## src/sv/lfr_pkg.sv

```systemverilog
package lfr_pkg;

   // Number of buffer frames that can be tracked.
   localparam int NUM_FRAMES = 16;

   // Frame numbers and slot indexes into the age chain.
   localparam int FRAME_W = 4;
   localparam int SLOT_W  = $clog2(NUM_FRAMES);

   // The tracked count runs from zero to the full frame count.
   localparam int COUNT_W = $clog2(NUM_FRAMES + 1);

   // Capacity register width and reset value.
   localparam int CAP_W = 5;
   localparam logic [CAP_W-1:0] CAP_RESET = CAP_W'(NUM_FRAMES);

   // Request kinds; the unused code is a no-op.
   typedef enum logic [1:0] {
      REQ_VICTIM = 2'd0,
      REQ_PIN    = 2'd1,
      REQ_UNPIN  = 2'd2
   } req_kind_type;

   // Update order for the age chain in one cycle.
   typedef struct packed {
      logic [NUM_FRAMES-1:0] shift_mask;  // cells that take their younger neighbour
      logic                  write_en;    // append a frame at the youngest end
      logic [SLOT_W-1:0]     write_slot;
      logic [FRAME_W-1:0]    write_frame;
   } chain_op_type;

endpackage

```

## src/sv/lfr_order_chain.sv

```systemverilog
module lfr_order_chain
   import lfr_pkg::*;
(
   input  logic                  clock,
   input  chain_op_type          op,
   input  logic [FRAME_W-1:0]    lookup_frame,
   output logic [FRAME_W-1:0]    head_frame,
   output logic [NUM_FRAMES-1:0] match_mask
);

   // One cell per slot, oldest frame in slot zero. Cells above the tracked
   // count hold stale values and are masked by the controller.
   logic [FRAME_W-1:0] cell_ff [NUM_FRAMES];
   logic [FRAME_W-1:0] cell_in [NUM_FRAMES];

   // Each cell either compacts from its younger neighbour, takes the appended
   // frame, or holds.
   always_comb begin
      for (int k = 0; k < NUM_FRAMES; k++) begin
         cell_in[k] = cell_ff[k];
         if (op.shift_mask[k]) begin
            if (k + 1 < NUM_FRAMES) begin
               cell_in[k] = cell_ff[(k + 1) % NUM_FRAMES];
            end
         end else if (op.write_en && (op.write_slot == SLOT_W'(k))) begin
            cell_in[k] = op.write_frame;
         end
      end
   end

   always_ff @(posedge clock) begin
      for (int k = 0; k < NUM_FRAMES; k++) begin
         cell_ff[k] <= cell_in[k];
      end
   end

   // Per-cell compare for the pin search.
   always_comb begin
      for (int k = 0; k < NUM_FRAMES; k++) begin
         match_mask[k] = (cell_ff[k] == lookup_frame);
      end
   end

   assign head_frame = cell_ff[0];

endmodule

```

## src/sv/lru_frame_replacer.sv

```systemverilog
// LRU frame replacer. Tracks evictable buffer frames in least-recently-unpinned
// order in a chain of sixteen cells that compacts on removal. One request beat
// is accepted per cycle when the result side is not stalled; each request gives
// exactly one result beat, registered first in the request register and then in
// the result register, and requests are processed strictly in
// order, each seeing the state left by the one before. A victim request returns
// and removes the oldest frame, a pin request removes the named frame, and an
// unpin request appends the frame unless it is already tracked or the count has
// reached the capacity register. Every result carries the tracked count after
// the request; victim_frame reads zero unless victim_valid is set. The capacity
// register resets to 16 and should be written only while no request is in
// flight. No clearing pass is needed after reset.
module lru_frame_replacer
   import lfr_pkg::*;
(
   input  logic               clock,
   input  logic               reset,
   // request channel
   input  logic               req_valid,
   output logic               req_stall,
   input  logic [1:0]         req_type,
   input  logic [FRAME_W-1:0] req_frame_id,
   // result channel
   output logic               rsp_valid,
   input  logic               rsp_stall,
   output logic               rsp_victim_valid,
   output logic [FRAME_W-1:0] rsp_victim_frame,
   output logic [COUNT_W-1:0] rsp_tracked_count,
   // capacity register
   input  logic               csr_wr_en,
   input  logic [CAP_W-1:0]   csr_wr_data
);

   logic                  in_valid_ff, in_valid_in;
   logic [1:0]            in_type_ff;
   logic [FRAME_W-1:0]    in_frame_ff;
   logic                  out_valid_ff, out_valid_in;
   logic                  out_victim_valid_ff, out_victim_valid_in;
   logic [FRAME_W-1:0]    out_victim_frame_ff, out_victim_frame_in;
   logic [COUNT_W-1:0]    out_count_ff;
   logic [CAP_W-1:0]      cap_ff;
   logic [COUNT_W-1:0]    count_ff, count_in;
   logic [NUM_FRAMES-1:0] mark_ff, mark_in;
   logic                  fire;
   logic                  req_take;
   logic                  frame_ok;
   logic                  frame_marked;
   logic [FRAME_W-1:0]    head_frame;
   logic [NUM_FRAMES-1:0] match_mask;
   logic [NUM_FRAMES-1:0] live_mask;
   logic [NUM_FRAMES-1:0] hit_mask;
   logic [NUM_FRAMES-1:0] pin_shift;
   chain_op_type          chain_op;

   // Handshake: the request register moves on whenever the result register
   // can take a beat.
   assign fire        = in_valid_ff && (!out_valid_ff || !rsp_stall);
   assign req_stall   = in_valid_ff && !fire;
   assign req_take    = req_valid && !req_stall;
   assign in_valid_in = req_take || (in_valid_ff && !fire);
   assign out_valid_in = fire || (out_valid_ff && rsp_stall);

   always_ff @(posedge clock) begin
      if (reset) begin
         in_valid_ff  <= 1'b0;
         out_valid_ff <= 1'b0;
         cap_ff       <= CAP_RESET;
         count_ff     <= '0;
         mark_ff      <= '0;
      end else begin
         in_valid_ff  <= in_valid_in;
         out_valid_ff <= out_valid_in;
         if (csr_wr_en) begin
            cap_ff <= csr_wr_data;
         end
         count_ff <= count_in;
         mark_ff  <= mark_in;
      end
   end

   // Request payload register.
   always_ff @(posedge clock) begin
      if (req_take) begin
         in_type_ff  <= req_type;
         in_frame_ff <= req_frame_id;
      end
   end

   lfr_order_chain u_chain (
      .clock        (clock),
      .op           (chain_op),
      .lookup_frame (in_frame_ff),
      .head_frame   (head_frame),
      .match_mask   (match_mask)
   );

   // Slots below the count hold tracked frames.
   always_comb begin
      for (int k = 0; k < NUM_FRAMES; k++) begin
         live_mask[k] = (COUNT_W'(k) < count_ff);
      end
   end

   // A pin compacts every slot from the matching one upwards.
   assign hit_mask = match_mask & live_mask;
   always_comb begin
      for (int k = 0; k < NUM_FRAMES; k++) begin
         pin_shift[k] = |(hit_mask << (NUM_FRAMES - 1 - k));
      end
   end

   assign frame_ok     = ({1'b0, in_frame_ff} < (FRAME_W + 1)'(NUM_FRAMES));
   assign frame_marked = mark_ff[in_frame_ff[SLOT_W-1:0]];

   // Request decode and state update.
   always_comb begin
      count_in             = count_ff;
      mark_in              = mark_ff;
      chain_op.shift_mask  = '0;
      chain_op.write_en    = 1'b0;
      chain_op.write_slot  = count_ff[SLOT_W-1:0];
      chain_op.write_frame = in_frame_ff;
      out_victim_valid_in  = 1'b0;
      out_victim_frame_in  = '0;
      if (fire) begin
         unique case (in_type_ff)
            REQ_VICTIM: begin
               if (count_ff != '0) begin
                  chain_op.shift_mask = '1;
                  mark_in[head_frame[SLOT_W-1:0]] = 1'b0;
                  count_in = count_ff - COUNT_W'(1);
                  out_victim_valid_in = 1'b1;
                  out_victim_frame_in = head_frame;
               end
            end
            REQ_PIN: begin
               if (frame_ok && frame_marked) begin
                  chain_op.shift_mask = pin_shift;
                  mark_in[in_frame_ff[SLOT_W-1:0]] = 1'b0;
                  count_in = count_ff - COUNT_W'(1);
               end
            end
            REQ_UNPIN: begin
               if (frame_ok && !frame_marked && (count_ff < cap_ff)
                   && (count_ff < COUNT_W'(NUM_FRAMES))) begin
                  chain_op.write_en = 1'b1;
                  mark_in[in_frame_ff[SLOT_W-1:0]] = 1'b1;
                  count_in = count_ff + COUNT_W'(1);
               end
            end
            default: begin
               // Unknown request: nothing changes.
            end
         endcase
      end
   end

   // Result payload register.
   always_ff @(posedge clock) begin
      if (fire) begin
         out_victim_valid_ff <= out_victim_valid_in;
         out_victim_frame_ff <= out_victim_frame_in;
         out_count_ff        <= count_in;
      end
   end

   assign rsp_valid         = out_valid_ff;
   assign rsp_victim_valid  = out_victim_valid_ff;
   assign rsp_victim_frame  = out_victim_frame_ff;
   assign rsp_tracked_count = out_count_ff;

endmodule

```

## config.mk

```make
export PLATFORM = sky130hd
export DESIGN_NAME = lru_frame_replacer
export DESIGN_NICKNAME = d
export VERILOG_FILES = /design/src/sv/lfr_pkg.sv /design/src/sv/lfr_order_chain.sv /design/src/sv/lru_frame_replacer.sv
export SDC_FILE = /design/constraint.sdc
export NUM_CORES = 1
export LEC_CHECK = 0
export BUFFER_PORTS_ARGS = -buffer_cell sky130_fd_sc_hd__clkbuf_2
export CORE_ASPECT_RATIO = 1.75
export CORE_UTILIZATION = 35
export DETAILED_ROUTE_END_ITERATION = 10
export PLACE_DENSITY = 0.57
export SLEW_MARGIN = 20
export SYNTH_ARGS = -nofsm -noshare
export SYNTH_HDL_FRONTEND = slang
export SYNTH_SLANG_ARGS = --single-unit
export TNS_END_PERCENT = 1
```

## constraint.sdc

```tcl
create_clock -name clock -period 4.1 [get_ports clock]
set_clock_uncertainty 0.05 [all_clocks]
set_input_delay 0 -clock clock [delete_from_list [all_inputs] [get_ports clock]]
set_output_delay 0 -clock clock [all_outputs]
set_load 0.02 [all_outputs]
```

==> results_tabular.tex, run 1 <==
\begin{tabular}{lr}
\hline
Metric & Value \\
\hline
\multicolumn{2}{l}{\textbf{Critical path}} \\
\quad Number of cells traversed by the worst register-to-register path & 8 \\
\quad Type of the worst setup path & register to register \\
\quad Worst r2r dst & u\_chain.cell\_ff[12][1] \\
\quad Worst path arrival time & roughly 3.5 ns \\
\quad Source of the worst register-to-register timing path & in\_frame\_ff[1] \\
\quad Worst-path fanout max & 39 \\
\quad Reg2Reg Setup Slack & 0.71 ns \\
\quad Worst endpoint required time & 4.16 ns \\
\quad Worst Setup Start Kind & register \\
\quad Type of element capturing the critical path & register \\
\multicolumn{2}{l}{\textbf{Logic synthesis}} \\
\quad Number of library cell types mapped by synthesis & 63 \\
\quad Share of flip-flops with an asynchronous set or reset after synthesis & 0 \\
\quad Syn Nets & about 600 \\
\quad Avg Inst Size Synth & roughly 11 um\^{}2 \\
\quad Post-synthesis sequential area ratio & 0.465 \\
\quad Post-synthesis instance total & 577 \\
\quad Summed instance area of the synthesized netlist & between 6000 and 7000 um\^{}2 \\
\quad Number of synthesized register bits & 108 \\
\quad Most frequently used flop master after synthesis & edfxtp\_1 \\
\quad Post-synth EDFFs & 80 \\
\quad Yosys Warn Count & 0 \\
\multicolumn{2}{l}{\textbf{Layout}} \\
\quad Total Nets Final & between 600 and 700 \\
\quad Layout Utilization & 0.413 \\
\quad Diodes inserted & 0 \\
\quad Final Instance Count excl. Fillers & 857 \\
\quad Proportion of layout cells with a drive suffix above 1 & 0.246 \\
\quad Post-layout instance area & around 7300 um\^{}2 \\
\quad Layout overhead on the synthesized area & 14.2\% \\
\multicolumn{2}{l}{\textbf{Clock network}} \\
\quad TritonCTS clock tree & built \\
\quad Clock insertion delay at the later pin of the skew report & 0.36 ns \\
\quad Worst-case clock buffer depth & 2 \\
\quad Post-CTS setup-driven buffer insertion count & 0 \\
\quad Worst-path clk slew & around 0.080 ns \\
\quad Clk root buf & clkbuf\_16 \\
\quad H-tree Lvls & 3 \\
\quad Sink count of the clock tree & approximately 110 \\
\quad Clock buffers created by TritonCTS & 9 \\
\quad Number of gates resized after CTS & 0 \\
\multicolumn{2}{l}{\textbf{Drt}} \\
\quad First-iteration detailed-routing DRC count & 266 \\
\quad Detailed-routing iteration count for the pre-antenna-repair pass & 5 \\
\quad DRT Wirelength & between 15 and 20 mm \\
\quad Per-cell routed wire length & between 15 and 20 um \\
\quad Met1 wire length & roughly 6.1 mm \\
\quad Highest routed layer & met4 \\
\quad Post-detailed-route DRC marker count & 0 \\
\quad Vias per inst & $\sim$5.6 \\
\quad Number of vias after detailed routing & a little under 5000 \\
\quad Routed wire length on met2 & around 9.5 mm \\
\quad DR WL met3 & roughly 550 um \\
\quad Antenna-violating nets left & 0 \\
\multicolumn{2}{l}{\textbf{Status}} \\
\quad Result of the run & completed \\
\multicolumn{2}{l}{\textbf{Min path}} \\
\quad Hold path startpoint & reset \\
\quad Hold crit path type & input pin to register \\
\quad WHS Endpoint & cap\_ff[0] \\
\quad Cells on Worst Hold Path & 2 \\
\multicolumn{2}{l}{\textbf{Power and ir drop}} \\
\quad Power Dens Cells & roughly 310 nW/um\^{}2 \\
\quad Sw Ratio & 0.250 \\
\quad Sum of internal, switching and leakage power & around 2.3 mW \\
\quad Share of total power in combinational logic & 0.101 \\
\quad Leakage power total & between 2 and 3 nW \\
\quad Power spent charging and discharging nets & $\sim$0.57 mW \\
\quad Portion of total power attributed to the clock network & 0.371 \\
\quad Internal power consumption & roughly 1.7 mW \\
\quad Reg power frac & 0.528 \\
\quad Peak supply drop & between 0.00015 and 0.0002 V \\
\multicolumn{2}{l}{\textbf{Timing}} \\
\quad Tightest slew margin relative to the limit & 0.476 \\
\quad Least-Margin Pin Slew & between 0.7 and 0.8 ns \\
\quad Summed negative setup slack over all endpoints & 0 ns \\
\quad Final setup violating endpoints & 0 \\
\quad Fin Hold WS & around 0.098 ns \\
\quad Count of final max-slew check failures & 0 \\
\quad Setup repair after global routing missed its margin & no \\
\quad Final worst path period need & around 3.4 ns \\
\quad Highest Clock Rate & 295 MHz \\
\quad Final setup slack of the worst path & just over 0.7 ns \\
\quad Fin. Hold Viols & 0 \\
\quad Period utilization & 0.827 \\
\multicolumn{2}{l}{\textbf{Global route}} \\
\quad Overall track demand over capacity in global routing & 0.186 \\
\quad Vias in the first global route & between 5000 and 6000 \\
\quad GR Overflow Total & 0 \\
\quad Pin count of the biggest net entering global routing & 42 \\
\quad First-pass GRT wire length & 26.9 mm \\
\quad Initial antenna violation count & 0 \\
\multicolumn{2}{l}{\textbf{Place}} \\
\quad Placer Congestion & $\sim$0.93 \\
\quad Placed cell area & roughly 7000 um\^{}2 \\
\quad Worst-case setup slack after placement & approximately 0.7 ns \\
\quad Port Buffer Count & 27 \\
\quad HPWL Detailed & 12.7 mm \\
\quad Cell total after placement & about 800 \\
\multicolumn{2}{l}{\textbf{Floorplan}} \\
\quad Row Count & 64 \\
\quad I/O pin total & 28 \\
\quad Initial standard-cell utilization of the core & 0.362 \\
\quad Die Area & $\sim$19000 um\^{}2 \\
\quad Height of the die & about 180 um \\
\quad Placeable core region & 17600 um\^{}2 \\
\quad Overall die width & a little over 100 um \\
\multicolumn{2}{l}{\textbf{Run}} \\
\quad Number of maximum-capacitance constraint violations & 0 \\
\hline
\end{tabular}
## cells by family after synthesis
family / count (synthesis) / share of synthesized area
compound gates: 136 / 0.153
flops: 108 / 0.465
mux: 67 / 0.125
xor+xnor: 61 / 0.0839
fa+ha+maj: 9 / 0.0177
buf+inv: 50 / 0.0356
simple gates: 146 / 0.120
## per-layer routing
layer,GRT usage,vias up
met5,0,-
met3,0.0271,49
met4,0.0943,0
met2,0.357,155
li1,-,2264
met1,0.193,2346
## flip-flops by register name (all words and copies together) (netlist names)
| register | count |
|---|---|
| mark_ff | 16 |
| rsp_victim_frame | 4 |
| rsp_victim_valid | 1 |
| rsp_valid | 1 |
| count_ff | 5 |
| rsp_tracked_count | 5 |
| in_type_ff | 2 |
| cap_ff | 5 |
| u_chain.cell_ff | 64 |
| in_valid_ff | 1 |
| in_frame_ff | 4 |
## worst max path at each step
stage                   startpoint                     end  cells after the start
global route        in_frame_ff[1]  u_chain.cell_ff[12][2]                      8
CTS                 in_frame_ff[1]  u_chain.cell_ff[12][1]                      8
floorplan              count_ff[1]  u_chain.cell_ff[12][0]                      8
detailed placement  in_frame_ff[1]  u_chain.cell_ff[12][1]                      8
finish              in_frame_ff[1]  u_chain.cell_ff[12][1]                      8
global placement    in_frame_ff[1]  u_chain.cell_ff[12][3]                      8
## final cells by class
type | instances | area (um^2)
multi-input cells | 419 | 3180
clock inverters | 7 | 56.3
repair buffers | 69 | 510
clock buffers | 9 | 225
well taps | 231 | 289
flip-flops and latches | 108 | 2960
inverters | 14 | 52.6
fillers | 1725 | 10300
## power by group through the flow
stage                     clock [mW]  combinational (mW)  sequential [mW]
after global routing           0.903               0.251             1.21
after floorplan                    0               0.156             1.22
after CTS                      0.864               0.231             1.20
final                          0.845               0.231             1.20
after global placement             0               0.210             1.23
after detailed placement           0               0.214             1.23
## critical path, stage by stage (launching register included)
cell and delay, ns:
edfxtp_1 0.51, buf_4 0.47, xor2_1 0.19, nor4_1 0.07, o2bb2ai_1 0.18, a311o_1 0.38, or4_1 0.57, a21oi_2 0.33
mux2_2 0.38
## layout by cell type, fill, tap and decap left out, types with 8 or more instances in the layout
cell            n
a211oi_1       16
a21o_1          9
a21oi_1        16
a31oi_1        18
and2_1         10
buf_4          22
clkbuf_16       9
clkbuf_2       27
dfxtp_1        28
dlygate4sd3_1  19
edfxtp_1       80
ha_1            9
inv_1          13
mux2_2         56
nand2_1        37
nand2b_1       11
nand3_1        11
nor2_1         25
nor3_1          8
nor4_1          8
o21ai_0        11
o22ai_1        17
or2_2           9
xnor2_1        31
xor2_1         30
## timing repair
action | CTS | global route
setup endpoints to repair | 0 | 0
hold endpoints to repair | 13 | 0
hold buffers | 19 | 0
## Yosys cell counts, types with 13 or more instances
library cell	count	area, um^2
mux2_2	56	631
dfxtp_1	28	561
a211oi_1	16	120
a21oi_1	16	80.1
xor2_1	30	263
xnor2_1	31	272
a31oi_1	18	113
nor2_1	25	93.8
edfxtp_1	80	2400
nand2_1	37	139
inv_1	13	48.8
o22ai_1	17	106
clkbuf_1	21	78.8
Power figures use the tool's default switching activity.
==> inputs of run 2 (changes only) <==
- ABC_AREA: unset -> 1
- PLACE_DENSITY: 0.57 -> 0.59
- clock period: 4.1 -> 2.84 ns (I/O delays scaled with it)
==> run 2 against run 1 <==
  * Critical path depth is 6 higher
  * First-iteration DRC count increased by 30%
  * Core utilization is essentially flat
  * Synthesized cell count increased by 65%
  * Setup slack lost 0.58 ns
  * Largest cell class unchanged
  * Critical endpoint is now u_chain.cell_ff[2][3]
  * Power rose by 56%
  * Critical path type unchanged
==> results_tabular.tex, run 2 <==
\begin{tabular}{lr}
\hline
Metric & Value \\
\hline
\multicolumn{2}{l}{\textbf{Global route}} \\
\quad Vias in the first global route & 6306 (+26\%) \\
\quad Pin count of the biggest net entering global routing & 72 (+71\%) \\
\quad Overall track demand over capacity in global routing & 0.206 (+0.0200) \\
\quad First-pass GRT wire length & 32.4 mm (+20\%) \\
\quad GR Overflow Total & 0 (unchanged) \\
\quad Initial antenna violation count & 0 (unchanged) \\
\multicolumn{2}{l}{\textbf{Critical path}} \\
\quad Worst endpoint required time & 2.86 ns (-1.30 ns) \\
\quad Reg2Reg Setup Slack & 0.12 ns (-0.58 ns) \\
\quad Worst path arrival time & 2.74 ns (-0.72 ns) \\
\quad Cell with the largest stage delay on the worst path & edfxtp\_1 \\
\quad List of cells traversed by the critical path & inv\_2 > nand2\_1 > nand2\_1 > nand2\_1 > nand2\_1 > nand2\_1 > nand2\_2 > nor2\_8 > nor2\_8 > nor2\_8 > nor2\_1 > nand2\_1 > o31ai\_1 > buf\_4 \\
\quad Worst path buffer plus inverter count & 2 (+1) \\
\quad Type of the worst setup path & register to register \\
\quad Type of element capturing the critical path & register \\
\quad Worst Setup Start Kind & register \\
\quad Worst-path fanout max & 14 (-64\%) \\
\quad Most used cell, CP & nand2\_1 \\
\quad Cell type group with the largest total delay on the critical path & simple AND/OR/NAND/NOR gates \\
\quad Source of the worst register-to-register timing path & in\_frame\_ff[0] \\
\quad Slowest stage delay, CP & 0.42 ns (-0.15 ns) \\
\quad Number of cells traversed by the worst register-to-register path & 14 (+6) \\
\quad Worst r2r dst & u\_chain.cell\_ff[2][3] \\
\multicolumn{2}{l}{\textbf{Timing}} \\
\quad Final setup slack of the worst path & 0.124 ns (-0.584 ns) \\
\quad Summed negative setup slack over all endpoints & 0 ns (unchanged) \\
\quad Final setup violating endpoints & 0 (unchanged) \\
\quad Least-Margin Pin Slew & 0.676 ns (-0.103 ns) \\
\quad Highest Clock Rate & 368 MHz (+25\%) \\
\quad Count of final max-slew check failures & 0 (unchanged) \\
\quad Tightest slew margin relative to the limit & 0.549 (+0.0738) \\
\quad Fin. Hold Viols & 0 (unchanged) \\
\quad Period utilization & 0.956 (+0.129) \\
\quad Fin Hold WS & 0.195 ns (+0.0961 ns) \\
\quad Final worst path period need & 2.72 ns (-0.676 ns) \\
\quad Setup repair after global routing missed its margin & yes \\
\multicolumn{2}{l}{\textbf{Drt}} \\
\quad Detailed-routing iteration count for the pre-antenna-repair pass & 5 (unchanged) \\
\quad Vias per inst & 5.08 (-9.6\%) \\
\quad Number of vias after detailed routing & 6442 (+34\%) \\
\quad Per-cell routed wire length & 16.2 um (-17\%) \\
\quad Post-detailed-route DRC marker count & 0 (unchanged) \\
\quad DRT Wirelength & 20.6 mm (+22\%) \\
\quad First-iteration detailed-routing DRC count & 345 (+30\%) \\
\quad Antenna-violating nets left & 0 (unchanged) \\
\multicolumn{2}{l}{\textbf{Logic synthesis}} \\
\quad Avg Inst Size Synth & 7.48 um\^{}2 (-32\%) \\
\quad Number of synthesized register bits & 108 (unchanged) \\
\quad Syn Nets & 979 (+63\%) \\
\quad Number of library cell types mapped by synthesis & 37 (-41\%) \\
\quad Leading area contributor after synthesis & edfxtp\_1 \\
\quad Most common cell in the synthesized netlist & nand2\_1 \\
\quad Post-synthesis simple-gate area fraction & 0.341 (+0.221) \\
\quad Biggest area contributors in the synthesized netlist & edfxtp\_1, nand2\_1, dfxtp\_1 \\
\quad Post-synth EDFFs & 80 (unchanged) \\
\quad Adder-cell area share of the yosys netlist & 0.0158 (-0.00191) \\
\quad Share of cell area taken by muxes after synthesis & 0 (-0.125) \\
\quad Fraction of synthesized cell area in xor and xnor cells & 0.0613 (-0.0225) \\
\quad Most frequently used flop master after synthesis & edfxtp\_1 \\
\quad Yosys Warn Count & 0 (unchanged) \\
\quad Post-synthesis instance total & 954 (+65\%) \\
\quad Area share of the largest cell type after synthesis & 0.336 (-0.0407) \\
\quad Synth Area in Compound Gates & 0.0943 (-0.0587) \\
\quad Post-synthesis sequential area ratio & 0.415 (-0.0502) \\
\quad Commonest cells in the netlist & nand2\_1, nor2\_1, nand3\_1 \\
\quad Summed instance area of the synthesized netlist & 7140 um\^{}2 (+12\%) \\
\quad Combinational family with the most area after synthesis & simple AND/OR/NAND/NOR gates \\
\quad Share of flip-flops with an asynchronous set or reset after synthesis & 0 (unchanged) \\
\multicolumn{2}{l}{\textbf{Min path}} \\
\quad Hold path startpoint & reset \\
\quad WHS Endpoint & mark\_ff[1] \\
\quad Hold crit path type & input pin to register \\
\quad Cells on Worst Hold Path & 2 (unchanged) \\
\multicolumn{2}{l}{\textbf{Layout}} \\
\quad Top reg by flops & u\_chain.cell\_ff \\
\quad Top library cells by usage in the layout, fill and taps aside & nand2\_1, nor2\_1, nand3\_1 \\
\quad Most frequent standard cell in the layout excluding fill and tap cells & nand2\_1 \\
\quad Top flop regs & u\_chain.cell\_ff (64), mark\_ff (16) \\
\quad Fill count & 2014 (+17\%) \\
\quad Total Nets Final & 1043 (+61\%) \\
\quad Area occupied by multi-input gates & 3670 um\^{}2 (+15\%) \\
\quad Diodes inserted & 0 (unchanged) \\
\quad Largest register FFs & 64 (unchanged) \\
\quad Layout overhead on the synthesized area & 14.7\% \\
\quad Proportion of layout cells with a drive suffix above 1 & 0.137 (-0.109) \\
\quad Footprint of the flip-flops and latches & 2960 um\^{}2 (unchanged) \\
\multicolumn{2}{l}{\textbf{Clock network}} \\
\quad Post-CTS setup-driven buffer insertion count & 0 (unchanged) \\
\quad Clk root buf & clkbuf\_16 \\
\quad Worst-path clk slew & 0.07 ns (about the same) \\
\quad TritonCTS clock tree & built \\
\quad Worst-case clock buffer depth & 2 (unchanged) \\
\quad H-tree Lvls & 3 (unchanged) \\
\quad Sink count of the clock tree & 108 (unchanged) \\
\quad Clock buffers created by TritonCTS & 9 (unchanged) \\
\quad Clock insertion delay at the later pin of the skew report & 0.36 ns (about the same) \\
\multicolumn{2}{l}{\textbf{Power and ir drop}} \\
\quad Share of total power in combinational logic & 0.165 (+0.064) \\
\quad Leakage power total & 3.65 nW (+42\%) \\
\quad Internal power consumption & 2.56 mW (+50\%) \\
\quad Portion of total power attributed to the clock network & 0.341 (-0.030) \\
\quad Sw Ratio & 0.282 (+0.0319) \\
\quad Power spent charging and discharging nets & 1.00 mW (+76\%) \\
\quad Peak supply drop & 0.000300 V (+77\%) \\
\quad Reg power frac & 0.494 (-0.034) \\
\quad Power Dens Cells & 435 nW/um\^{}2 (+39\%) \\
\multicolumn{2}{l}{\textbf{Place}} \\
\quad Placer Congestion & 0.957 (+2.6\%) \\
\quad Worst-case setup slack after placement & 0.129 ns (-0.586 ns) \\
\quad Port Buffer Count & 27 (unchanged) \\
\quad HPWL Detailed & 15.3 mm (+20\%) \\
\multicolumn{2}{l}{\textbf{Floorplan}} \\
\quad Overall die width & 110 um (+5.8\%) \\
\quad I/O pin total & 28 (unchanged) \\
\quad Row Count & 68 (+6.3\%) \\
\quad Die Area & 21000 um\^{}2 (+12\%) \\
\quad Initial standard-cell utilization of the core & 0.360 (-0.00138) \\
\quad Height of the die & 191 um (+5.8\%) \\
\quad Placeable core region & 19800 um\^{}2 (+13\%) \\
\multicolumn{2}{l}{\textbf{Run}} \\
\quad Number of maximum-capacitance constraint violations & 0 (unchanged) \\
\multicolumn{2}{l}{\textbf{Status}} \\
\quad Result of the run & completed \\
\hline
\end{tabular}
run 2: changes by cell type after synthesis, sizes merged, moves of 46 or more:
cell and change:
mux2 -56, inv +65, o21ai +46, nand3 +88, nand2 +282, nor2 +88
run 2: area by class of cell:
type,instances,share of cell area
Clock buffer,11,0.0296
Clock inverter,5,0.00458
Inverter,79,0.0362
Multi-Input combinational cell,731,0.448
Sequential cell,108,0.362
Tap cell,245,0.0374
Timing Repair Buffer,89,0.0825
run 2: worst max-delay path by stage:
stage                   start                     to  slack, ns  cells past startpoint
2_1_floorplan     count_ff[4]  u_chain.cell_ff[2][0]       0.36                      8
3_3_place_gp   in_frame_ff[0]  u_chain.cell_ff[2][3]       0.16                     13
3_5_place_dp   in_frame_ff[0]  u_chain.cell_ff[2][3]       0.13                     13
4_1_cts        in_frame_ff[0]  u_chain.cell_ff[2][1]       0.11                     13
5_1_grt        in_frame_ff[0]  u_chain.cell_ff[2][1]      -0.04                     14
6_report       in_frame_ff[0]  u_chain.cell_ff[2][3]       0.12                     14
run 2: per-stage QoR:
stage	utilization	power, mW	cells	instance area, um^2
2_1_floorplan	-	2.17	954	7140
3_3_place_gp	0.389	2.35	1232	7700
3_5_place_dp	0.389	2.36	1232	7700
4_1_cts	0.413	3.57	1268	8190
5_1_grt	0.413	3.68	1268	8190
6_report	0.413	3.56	1268	8190
run 2: worst reg2reg max path, delay by kind of cell (launching register included):
| kind | cells | cell delay (ns) |
|---|---|---|
| AOI/OAI and AO/OA | 1 | 0.18 |
| DFF | 1 | 0.42 |
| and+or+nand+nor | 11 | 1.31 |
| buffers and inverters | 2 | 0.46 |
run 2: cells by family after synthesis:
group | after synthesis
flops | 108
xor+xnor | 50
compound gates | 122
fa+ha+maj | 9
buf+inv | 115
simple gates | 550
run 2: per-layer routing:
metal  global-route usage  up-vias  part of all wire
met5                    0        -                 0
met4                0.114        0             0.050
met3               0.0208       56             0.037
met2                0.381      202              0.54
met1                0.223     2953              0.38
li1                     -     3231                 -
run 2: what timing repair did:
item                                   4_1_cts  5_1_grt
endpoints found under the hold margin       13        0
setup endpoints to repair                    0       16
hold buffers                                20        0
resized for setup                            0        3
run 2: power groups by stage:
stage	clock [mW]	sequential [mW]	combinational [mW]
after floorplan	0	1.80	0.376
after global placement	0	1.80	0.558
after detailed placement	0	1.80	0.561
after CTS	1.22	1.76	0.586
after global routing	1.27	1.76	0.647
final	1.21	1.76	0.588
